<file path="src/rtl/qsf_pkg.sv">
// Shared types and constants for the quadratic smoothing filter.
// No dependencies; imported by every module of the filter.
`default_nettype none

package qsf_pkg;

    // Sample and result width, two's complement.
    localparam int SAMPLE_W   = 24;
    // Quotient bits produced by the serial divider.
    localparam int QUOT_W     = 24;
    localparam int QUOT_CNT_W = 5;
    // Output clipping limits (magnitudes).
    localparam logic [QUOT_W-1:0] POS_LIMIT = 24'h7FFFFF;
    localparam logic [QUOT_W-1:0] NEG_LIMIT = 24'h800000;

    // One finished result as it leaves the divider.
    typedef struct packed {
        logic                sat;
        logic [SAMPLE_W-1:0] value;
    } qsf_result_t;

endpackage

`default_nettype wire

</file>
<file path="src/rtl/qsf_hist_mem.sv">
// Sample history RAM: one write port, one registered read port.
// Depends on qsf_pkg for the sample width.
`default_nettype none

module qsf_hist_mem #(
    parameter int DEPTH = 15,
    parameter int AW    = 4
) (
    input  wire logic                         aclk,
    input  wire logic                         wr_en,
    input  wire logic [AW-1:0]                wr_addr,
    input  wire logic [qsf_pkg::SAMPLE_W-1:0] wr_data,
    input  wire logic                         rd_en,
    input  wire logic [AW-1:0]                rd_addr,
    output logic      [qsf_pkg::SAMPLE_W-1:0] rd_data
);
    import qsf_pkg::*;

    logic [SAMPLE_W-1:0] mem [DEPTH];

    // Writes and reads never target the same cycle: the sequencer writes
    // on accept and reads only in later cycles.
    always_ff @(posedge aclk) begin
        if (wr_en) begin
            mem[wr_addr] <= wr_data;
        end
        if (rd_en) begin
            rd_data <= mem[rd_addr];
        end
    end

endmodule

`default_nettype wire

</file>
<file path="src/rtl/qsf_divider.sv">
// Serial restoring divider with round-half-away, sign restore and clipping.
// Depends on qsf_pkg for widths, limits and the result struct.
`default_nettype none

module qsf_divider #(
    parameter int NUM_W = 44,
    parameter int DEN_W = 16
) (
    input  wire logic             aclk,
    input  wire logic             aresetn,
    input  wire logic             start,
    input  wire logic             neg,
    input  wire logic [NUM_W-1:0] mag,
    input  wire logic [DEN_W-1:0] den,
    output logic                  done,
    output qsf_pkg::qsf_result_t  result
);
    import qsf_pkg::*;

    localparam int RW = DEN_W + QUOT_W + 1;
    localparam int CW = (NUM_W + 1 > DEN_W + QUOT_W) ? NUM_W + 1 : DEN_W + QUOT_W;

    logic [NUM_W:0]          num;
    logic [RW-1:0]           dsh;
    logic [RW-1:0]           rem_reg;
    logic [QUOT_W-1:0]       q_reg;
    logic [QUOT_W-1:0]       q_next;
    logic [QUOT_CNT_W-1:0]   cnt_reg;
    logic                    busy_reg;
    logic                    ovf_reg;
    logic                    neg_reg;
    logic [DEN_W-1:0]        den_reg;
    logic                    ge;
    logic                    done_reg;
    qsf_result_t             result_reg;
    qsf_result_t             result_next;

    // Bias by half the divisor so truncation rounds to nearest.
    assign num    = (NUM_W + 1)'(mag) + (NUM_W + 1)'(den >> 1);
    assign dsh    = RW'(den_reg) << (QUOT_W - 1);
    assign ge     = rem_reg >= dsh;
    assign q_next = {q_reg[QUOT_W-2:0], ge};

    always_comb begin
        result_next.sat   = 1'b0;
        result_next.value = q_next;
        if (neg_reg) begin
            if (ovf_reg || q_next > NEG_LIMIT) begin
                result_next.sat   = 1'b1;
                result_next.value = NEG_LIMIT;
            end else begin
                result_next.value = SAMPLE_W'(-q_next);
            end
        end else if (ovf_reg || q_next > POS_LIMIT) begin
            result_next.sat   = 1'b1;
            result_next.value = POS_LIMIT;
        end
    end

    always_ff @(posedge aclk) begin
        if (!aresetn) begin
            busy_reg <= 1'b0;
            done_reg <= 1'b0;
            cnt_reg  <= '0;
        end else begin
            if (start) begin
                busy_reg <= 1'b1;
                cnt_reg  <= '0;
                done_reg <= 1'b0;
            end else if (busy_reg) begin
                cnt_reg  <= cnt_reg + 1'b1;
                busy_reg <= (cnt_reg != QUOT_CNT_W'(QUOT_W - 1));
                done_reg <= (cnt_reg == QUOT_CNT_W'(QUOT_W - 1));
            end else begin
                done_reg <= 1'b0;
            end
        end
    end

    always_ff @(posedge aclk) begin
        if (start) begin
            rem_reg <= RW'(num);
            q_reg   <= '0;
            den_reg <= den;
            neg_reg <= neg;
            // Quotient would need more than QUOT_W bits: clip regardless.
            ovf_reg <= CW'(num) >= (CW'(den) << QUOT_W);
        end else if (busy_reg) begin
            rem_reg <= (ge ? (rem_reg - dsh) : rem_reg) << 1;
            q_reg   <= q_next;
            if (cnt_reg == QUOT_CNT_W'(QUOT_W - 1)) begin
                result_reg <= result_next;
            end
        end
    end

    assign done   = done_reg;
    assign result = result_reg;

endmodule

`default_nettype wire

</file>
<file path="src/rtl/quadratic_smoothing_filter.sv">
// Quadratic smoothing filter, top level: sequencer, MAC and stream ports.
// Depends on qsf_pkg, qsf_hist_mem and qsf_divider.
`default_nettype none

// Savitzky-Golay quadratic smoother over the last W samples (W odd, 3..15,
// from the window_length register; even values round down, values below
// three act as three, values above MAX_WINDOW clamp). Each accepted beat
// is written into a circular history RAM. Once W samples have arrived,
// each beat yields one result: the fitted quadratic at the window centre,
// lagging the input by (W-1)/2 samples, rounded half away from zero and
// clipped to 24 bits with the clip reported in m_tuser. Beats that arrive
// while the window is still filling produce no result and leave the
// sequencer idle for the next beat. A beat that produces a result passes
// through the setup states S_SETUP1 and S_SETUP2, which derive the fit
// constants, then one RAM read per tap feeding the multiply-accumulate
// through the product and accumulate registers, then the serial divider,
// one quotient bit at a time, and then S_OUT, which loads the output
// register once it is free. A result still waiting in the output register
// holds the sequencer until it is taken. One beat is processed at a time;
// a finished result waits in the output register while the next beat is
// taken. Window changes apply from the next beat on and keep the history.
module quadratic_smoothing_filter #(
    parameter int MAX_WINDOW = 15
) (
    input  wire logic        aclk,
    input  wire logic        aresetn,
    // Configuration: window_length.
    input  wire logic        cfg_we,
    input  wire logic [3:0]  cfg_wdata,
    // Input stream.
    input  wire logic        s_tvalid,
    output logic             s_tready,
    input  wire logic [23:0] s_tdata,   // [23:0] sample
    // Result stream.
    output logic             m_tvalid,
    input  wire logic        m_tready,
    output logic [23:0]      m_tdata,   // [23:0] smoothed
    output logic [0:0]       m_tuser    // [0] saturated
);
    import qsf_pkg::*;

    localparam int AW      = $clog2(MAX_WINDOW);
    localparam int FW      = $clog2(MAX_WINDOW + 1);
    localparam int MAX_ODD = (MAX_WINDOW % 2 == 0) ? MAX_WINDOW - 1 : MAX_WINDOW;
    localparam int BW      = 2 * AW + 4;       // base weight, unsigned
    localparam int WW      = 2 * AW + 5;       // tap weight, signed
    localparam int PW      = SAMPLE_W + WW;    // one product
    localparam int ACCW    = PW + AW;          // sum over the window
    localparam int DEN_W   = 3 * AW + 4;

    typedef enum logic [5:0] {
        S_IDLE   = 6'b000001,
        S_SETUP1 = 6'b000010,
        S_SETUP2 = 6'b000100,
        S_MAC    = 6'b001000,
        S_DIV    = 6'b010000,
        S_OUT    = 6'b100000
    } state_t;

    state_t                state_reg, state_next;
    logic [3:0]            win_reg;
    logic [3:0]            w_eff;
    logic [3:0]            w_reg;
    logic [AW-1:0]         m_reg;
    logic [FW-1:0]         fill_reg, fill_next;
    logic [AW-1:0]         wp_reg;
    logic [AW-1:0]         newest_reg;
    logic [2*AW-1:0]       msq_reg;
    logic [BW-1:0]         base_reg;
    logic [DEN_W-1:0]      den_reg;
    logic [AW-1:0]         k_reg;
    logic                  iss_reg;
    logic                  v1_reg, v2_reg;
    logic signed [WW-1:0]  wt_reg;
    logic signed [PW-1:0]  prod_reg;
    logic signed [ACCW-1:0] acc_reg;
    logic                  accept;
    logic [AW-1:0]         rd_addr;
    logic [SAMPLE_W-1:0]   rd_data;
    logic signed [AW:0]    tap_off;
    logic [AW-1:0]         tap_abs;
    logic [2*AW-1:0]       isq;
    logic [BW-1:0]         isq15;
    logic                  mac_done;
    logic                  div_start;
    logic [ACCW-1:0]       acc_mag;
    logic                  div_done;
    qsf_result_t           div_result;
    logic                  out_free;
    logic                  m_tvalid_reg;
    qsf_result_t           m_result_reg;

    assign accept   = s_tvalid && s_tready;
    assign s_tready = (state_reg == S_IDLE);
    assign out_free = !m_tvalid_reg || m_tready;

    // Effective odd window length.
    always_comb begin
        w_eff = win_reg;
        if (w_eff < 4'd3) begin
            w_eff = 4'd3;
        end
        if (!w_eff[0]) begin
            w_eff = w_eff - 4'd1;
        end
        if (32'(w_eff) > MAX_WINDOW) begin
            w_eff = 4'(MAX_ODD);
        end
    end

    assign fill_next = (fill_reg == FW'(MAX_WINDOW)) ? fill_reg : fill_reg + 1'b1;

    // Tap k sits k samples behind the newest one in the circular buffer.
    assign rd_addr = (k_reg > newest_reg) ? newest_reg + AW'(MAX_WINDOW) - k_reg
                                          : newest_reg - k_reg;

    // Tap weight: base - 15 * (k - m)^2.
    assign tap_off = $signed({1'b0, k_reg}) - $signed({1'b0, m_reg});
    assign tap_abs = tap_off[AW] ? AW'(-tap_off) : AW'(tap_off);
    assign isq     = tap_abs * tap_abs;
    assign isq15   = (BW'(isq) << 4) - BW'(isq);

    assign mac_done  = !iss_reg && !v1_reg && !v2_reg;
    assign div_start = (state_reg == S_MAC) && mac_done;
    assign acc_mag   = acc_reg[ACCW-1] ? ACCW'(-acc_reg) : ACCW'(acc_reg);

    always_comb begin
        state_next = state_reg;
        case (state_reg)
            S_IDLE: begin
                if (accept && (32'(fill_next) >= 32'(w_eff))) begin
                    state_next = S_SETUP1;
                end
            end
            S_SETUP1: state_next = S_SETUP2;
            S_SETUP2: state_next = S_MAC;
            S_MAC: begin
                if (mac_done) begin
                    state_next = S_DIV;
                end
            end
            S_DIV: begin
                if (div_done) begin
                    state_next = S_OUT;
                end
            end
            S_OUT: begin
                if (out_free) begin
                    state_next = S_IDLE;
                end
            end
            default: state_next = S_IDLE;
        endcase
    end

    // Control state.
    always_ff @(posedge aclk) begin
        if (!aresetn) begin
            state_reg    <= S_IDLE;
            win_reg      <= 4'd7;
            fill_reg     <= '0;
            wp_reg       <= '0;
            iss_reg      <= 1'b0;
            v1_reg       <= 1'b0;
            v2_reg       <= 1'b0;
            m_tvalid_reg <= 1'b0;
        end else begin
            state_reg <= state_next;
            if (cfg_we) begin
                win_reg <= cfg_wdata;
            end
            if (accept) begin
                fill_reg <= fill_next;
                wp_reg   <= (wp_reg == AW'(MAX_WINDOW - 1)) ? '0 : wp_reg + 1'b1;
            end
            // Issue one tap read per cycle, stop after the last tap.
            if (state_reg == S_SETUP2) begin
                iss_reg <= 1'b1;
            end else if (iss_reg && (32'(k_reg) == 32'(w_reg) - 1)) begin
                iss_reg <= 1'b0;
            end
            v1_reg <= iss_reg;
            v2_reg <= v1_reg;
            // Drop the result once taken, load a new one when free.
            if (state_reg == S_OUT && out_free) begin
                m_tvalid_reg <= 1'b1;
            end else if (m_tready) begin
                m_tvalid_reg <= 1'b0;
            end
        end
    end

    // Datapath registers.
    always_ff @(posedge aclk) begin
        if (accept) begin
            newest_reg <= wp_reg;
            w_reg      <= w_eff;
            m_reg      <= AW'(w_eff >> 1);
        end
        if (state_reg == S_SETUP1) begin
            msq_reg <= m_reg * m_reg;
        end
        if (state_reg == S_SETUP2) begin
            // base = 9m^2 + 9m - 3, den = (4m^2 - 1)(2m + 3)
            base_reg <= (BW'(msq_reg) << 3) + BW'(msq_reg)
                      + (BW'(m_reg) << 3) + BW'(m_reg) - BW'(3);
            den_reg  <= DEN_W'(((DEN_W'(msq_reg) << 2) - DEN_W'(1))
                      * ((DEN_W'(m_reg) << 1) + DEN_W'(3)));
            k_reg    <= '0;
            acc_reg  <= '0;
        end
        if (iss_reg) begin
            k_reg  <= k_reg + 1'b1;
            wt_reg <= $signed(WW'(base_reg)) - $signed(WW'(isq15));
        end
        if (v1_reg) begin
            prod_reg <= $signed(rd_data) * wt_reg;
        end
        if (v2_reg) begin
            acc_reg <= acc_reg + ACCW'(prod_reg);
        end
        if (state_reg == S_OUT && out_free) begin
            m_result_reg <= div_result;
        end
    end

    qsf_hist_mem #(
        .DEPTH (MAX_WINDOW),
        .AW    (AW)
    ) u_hist (
        .aclk    (aclk),
        .wr_en   (accept),
        .wr_addr (wp_reg),
        .wr_data (s_tdata),
        .rd_en   (iss_reg),
        .rd_addr (rd_addr),
        .rd_data (rd_data)
    );

    qsf_divider #(
        .NUM_W (ACCW),
        .DEN_W (DEN_W)
    ) u_div (
        .aclk    (aclk),
        .aresetn (aresetn),
        .start   (div_start),
        .neg     (acc_reg[ACCW-1]),
        .mag     (acc_mag),
        .den     (den_reg),
        .done    (div_done),
        .result  (div_result)
    );

    assign m_tvalid = m_tvalid_reg;
    assign m_tdata  = m_result_reg.value;
    assign m_tuser  = m_result_reg.sat;

endmodule

`default_nettype wire

</file>
<file path="config.mk">
export PLATFORM = sky130hd
export DESIGN_NAME = quadratic_smoothing_filter
export DESIGN_NICKNAME = d
export VERILOG_FILES = /design/src/rtl/qsf_pkg.sv /design/src/rtl/qsf_hist_mem.sv /design/src/rtl/qsf_divider.sv /design/src/rtl/quadratic_smoothing_filter.sv
export SDC_FILE = /design/constraint.sdc
export NUM_CORES = 2
export LEC_CHECK = 0
export CELL_PAD_IN_SITES_DETAIL_PLACEMENT = 0
export CELL_PAD_IN_SITES_GLOBAL_PLACEMENT = 2
export CORE_AREA = 5 5 283 561
export CTS_CLUSTER_SIZE = 25
export DETAILED_ROUTE_END_ITERATION = 12
export DIE_AREA = 0 0 288 566
export DONT_BUFFER_PORTS = 1
export GPL_TIMING_DRIVEN = 0
export PLACE_DENSITY_LB_ADDON = 0.1
export SYNTH_ARGS = -nofsm -noshare
export SYNTH_HDL_FRONTEND = slang
export SYNTH_HIERARCHICAL = 1
export SYNTH_SLANG_ARGS = --single-unit
export TNS_END_PERCENT = 5
</file>
<file path="constraint.sdc">
create_clock -name aclk -period 7.8 [get_ports aclk]
set_clock_uncertainty 0.1 [all_clocks]
set_input_delay 1.17 -clock aclk [delete_from_list [all_inputs] [get_ports aclk]]
set_output_delay 1.17 -clock aclk [all_outputs]
set_load 0.05 [all_outputs]
</file>
==> results.md <==
- Critical path's most frequent cell: fa_1
- Global-route wire length before repair: 215000 um
- Worst path slowest cell: edfxtp_1
- Netlist Area Pre-Place: 0.0458 mm2
- # DRC: 0
- Area of the multi-input gates: 0.0241 mm2
- Max-cap viol count: 1
- Crit path cell chain: clkbuf_1, and2_1, fa_1, fa_1, fa_1, inv_1, fa_1, inv_1, fa_1, ha_1, ha_1, clkbuf_1, a21o_1, a31o_2, a31oi_1, o21ai_0, a31oi_1, o21ai_0, a21oi_1, xnor2_1
- P&R area growth vs syn: 12.7%
- Final nets: about 4.7k
- Core ar.: roughly 0.15 mm2
- Total number of vias: 29.5k
- Post-Syn Instances: 3923
- Die W: about 290 um
- Hold Vio Cnt, Final: 0
- VDD IR max: 0.217 mV
- Max-Slew Margin vs Limit: 0.329%
- Post-synth EDFFs: between 600 and 700
- Crit share post-route: 98.5%
- Clock sinks: 679
- Initial DRC Count: 1178
- Status: finished, violations left
- Warnings, synthesis: 6
- Crit-path leading delay family: adder cells
- Period minus WS final: around 7.7 ns
- Final Cell Area: about 0.052 mm2
- Most common flop cell mapped by yosys: edfxtp_1
- Layout cells sized above 1: 9.42%
- Worst hold path type: reg2reg
- Most frequent cell after synthesis: edfxtp_1
- Flops & latches, synth: ~680
- HPWL after DPL: 121000 um
- Detailed Routing Iterations Pass 1: 7
- Synth area leaders: edfxtp_1 41%, fa_1 14%, ha_1 7.2%, mux4_2 3.3%, inv_1 3.1%
- Worst Setup Path Type: reg2reg
- CP endpoint kind: flop
- Unique masters post-synth: 87
- Pin count of the biggest net entering global routing: 42
- Clk_lat worst skew: 0.63 ns
- Slew Limit Fails: 0
- Vias in the first global route: 32.7k
- Fillers: about 16k
- F_max: around 130 MHz
- CP Launch Point: wt_reg[9]
- Worst-margin pin slew: 1.46 ns
- Post-synth top cells: 627 x edfxtp_1, 378 x inv_1, 349 x nand2_1, 324 x fa_1, 265 x ha_1
- PwrDens: 194 mW/mm2
- Yosys top cell area share: 41.1%
- Port bufs: 0
- Register area: 0.0199 mm2
- Failing checks: max-capacitance violations
- Vias per cell: 4.80
- Tot Pwr: 0.0100 W
- GRT Util Overall: 17.9%
- Die area: between 0.15 and 0.2 mm2
- Crit path required time: 8.08 ns
- Grt total ovfl: 0
- LEAKAGE: roughly 20 nW
- Chip height: 566 um
- Max incr delay on CP: approximately 0.82 ns
- Largest register FFs: 360
- CP max FO: 10
- Drt total wl: roughly 150000 um
- Initial antenna violation count: 1
- Per-cell routed wire length: 23.9 um
- Avg Cell Area, Syn: 11.7 um2
- Hold-fix buffer count after cts: 0
- Ports: 60
- HP Start: u_div/result[7]
- Num CTS Buffers: 72
- Clock H-tree levels: 3
- RSZ-0062 raised after global routing: true
- Initial Utilization: between 20% and 30%
- CTS Buffer Depth: 3
- FFs w/ async S/R, synth: 0%
- CTS tree: built
- WP buf/inv: 4
- Placed Instance Area: roughly 0.049 mm2
- GPL Wtd Cong: 0.824
- Antenna viol nets, final: 0
- Row count: 204
- Final setup vio count: 0
- Crit path DAT: around 8.0 ns
- Worst-path clk slew: about 0.07 ns
- CTS root buffer: clkbuf_16
- R2R Path Start: wt_reg[9]
- Seq/Total Area, Yosys: 43.3%
- Setup crit start kind: flop
- Post-synth top area cell: edfxtp_1
[placed cells by master, fill, tap and decap left out, drive strengths merged, types with 16 or more instances in the layout]
cell type  Yosys  layout
a211oi        24      24
a21o          62      62
a21oi        174     174
a22oi         21      21
a31oi         31      31
and2         124     124
and3          27      27
buf           41      77
clkbuf       117     198
clkinv         3      30
dfxtp         52      52
edfxtp       627     627
fa           324     324
ha           265     265
inv          378     384
mux2          28      28
mux2i         69      69
mux4          68      68
nand2        350     350
nand2b        62      62
nand3         67      67
nand4         29      29
nor2         253     253
nor2b         38      38
nor3          65      65
o211ai        32      32
o21a          29      29
o21ai        105     105
o21bai        16      16
o31ai         22      22
or3           30      30
xnor2        151     151
xor2          57      57
[logic make-up after synthesis]
| kind of cell | share of synthesized area [%] |
|---|---|
| and+or+nand+nor | 11.8 |
| adders and majority gates | 21.4 |
| muxes | 5.54 |
| DFF | 43.3 |
| AOI/OAI and AO/OA | 9.32 |
| buffers and inverters | 4.67 |
| xor gates and xnor gates | 3.97 |
| other | 0.00818 |
[power by group]
part,switching (W),internal [W],leakage (nW)
Sequential,0.0000444,0.00413,6.15
Combinational,0.00136,0.000982,12.8
Clock,0.00153,0.00199,1.14
Total,0.00292,0.00711,20.1
[cell type report]
type / count / share of cell area, %
Clock inverter: 45 / 0.959
Antenna cell: 3 / 0.0145
Inverter: 381 / 2.77
Multi-Input combinational cell: 2706 / 46.7
Tap cell: 2060 / 4.99
Clock buffer: 81 / 3.59
Buffer: 158 / 1.42
Timing Repair Buffer: 37 / 1.10
Sequential cell: 679 / 38.4
[path summary, 6_finish.rpt]
| kind | slack, ns | cells after the start | endpoint |
|---|---|---|---|
| worst max register to register | 0.11 | 20 | prod_reg[22] |
| worst max-delay path | 0.11 | 20 | prod_reg[22] |
| worst min-delay path | 0.32 | 0 | m_tdata[7] |
| worst min register to register | 0.32 | 0 | m_tdata[7] |
[through the flow]
| step | setup slack [ns] | setup TNS (ns) | hold WS, ns | std cells | util [%] |
|---|---|---|---|---|---|
| final | 0.115 | 0 | 0.316 | 6150 | 33.5 |
| after global routing | -0.00222 | -0.00222 | 0.323 | 6148 | 33.5 |
| after CTS | -0.00778 | -0.00778 | 0.318 | 6144 | 33.5 |
| after detailed placement | -1.32 | -4.33 | 0.305 | 6017 | 31.8 |
| after global placement | -1.91 | -153.75 | 0.301 | 5984 | 31.4 |
| after floorplan | 1.58 | 0 | 0.300 | 3924 | - |
[repair_timing]
item,4_1_cts,5_1_grt
cloned,0,0
setup buffers,1,3
endpoints found under the setup margin,12,5
resized for setup,35,18
[metal layers]
metal	GRT usage [%]	vias to the layer above	wire, um
met1	14.6	14900	42800
met5	0	-	0
met3	1.71	218	2690
met2	39.7	359	93300
li1	-	14100	-
met4	8.49	0	8420
Power figures use the tool's default switching activity.
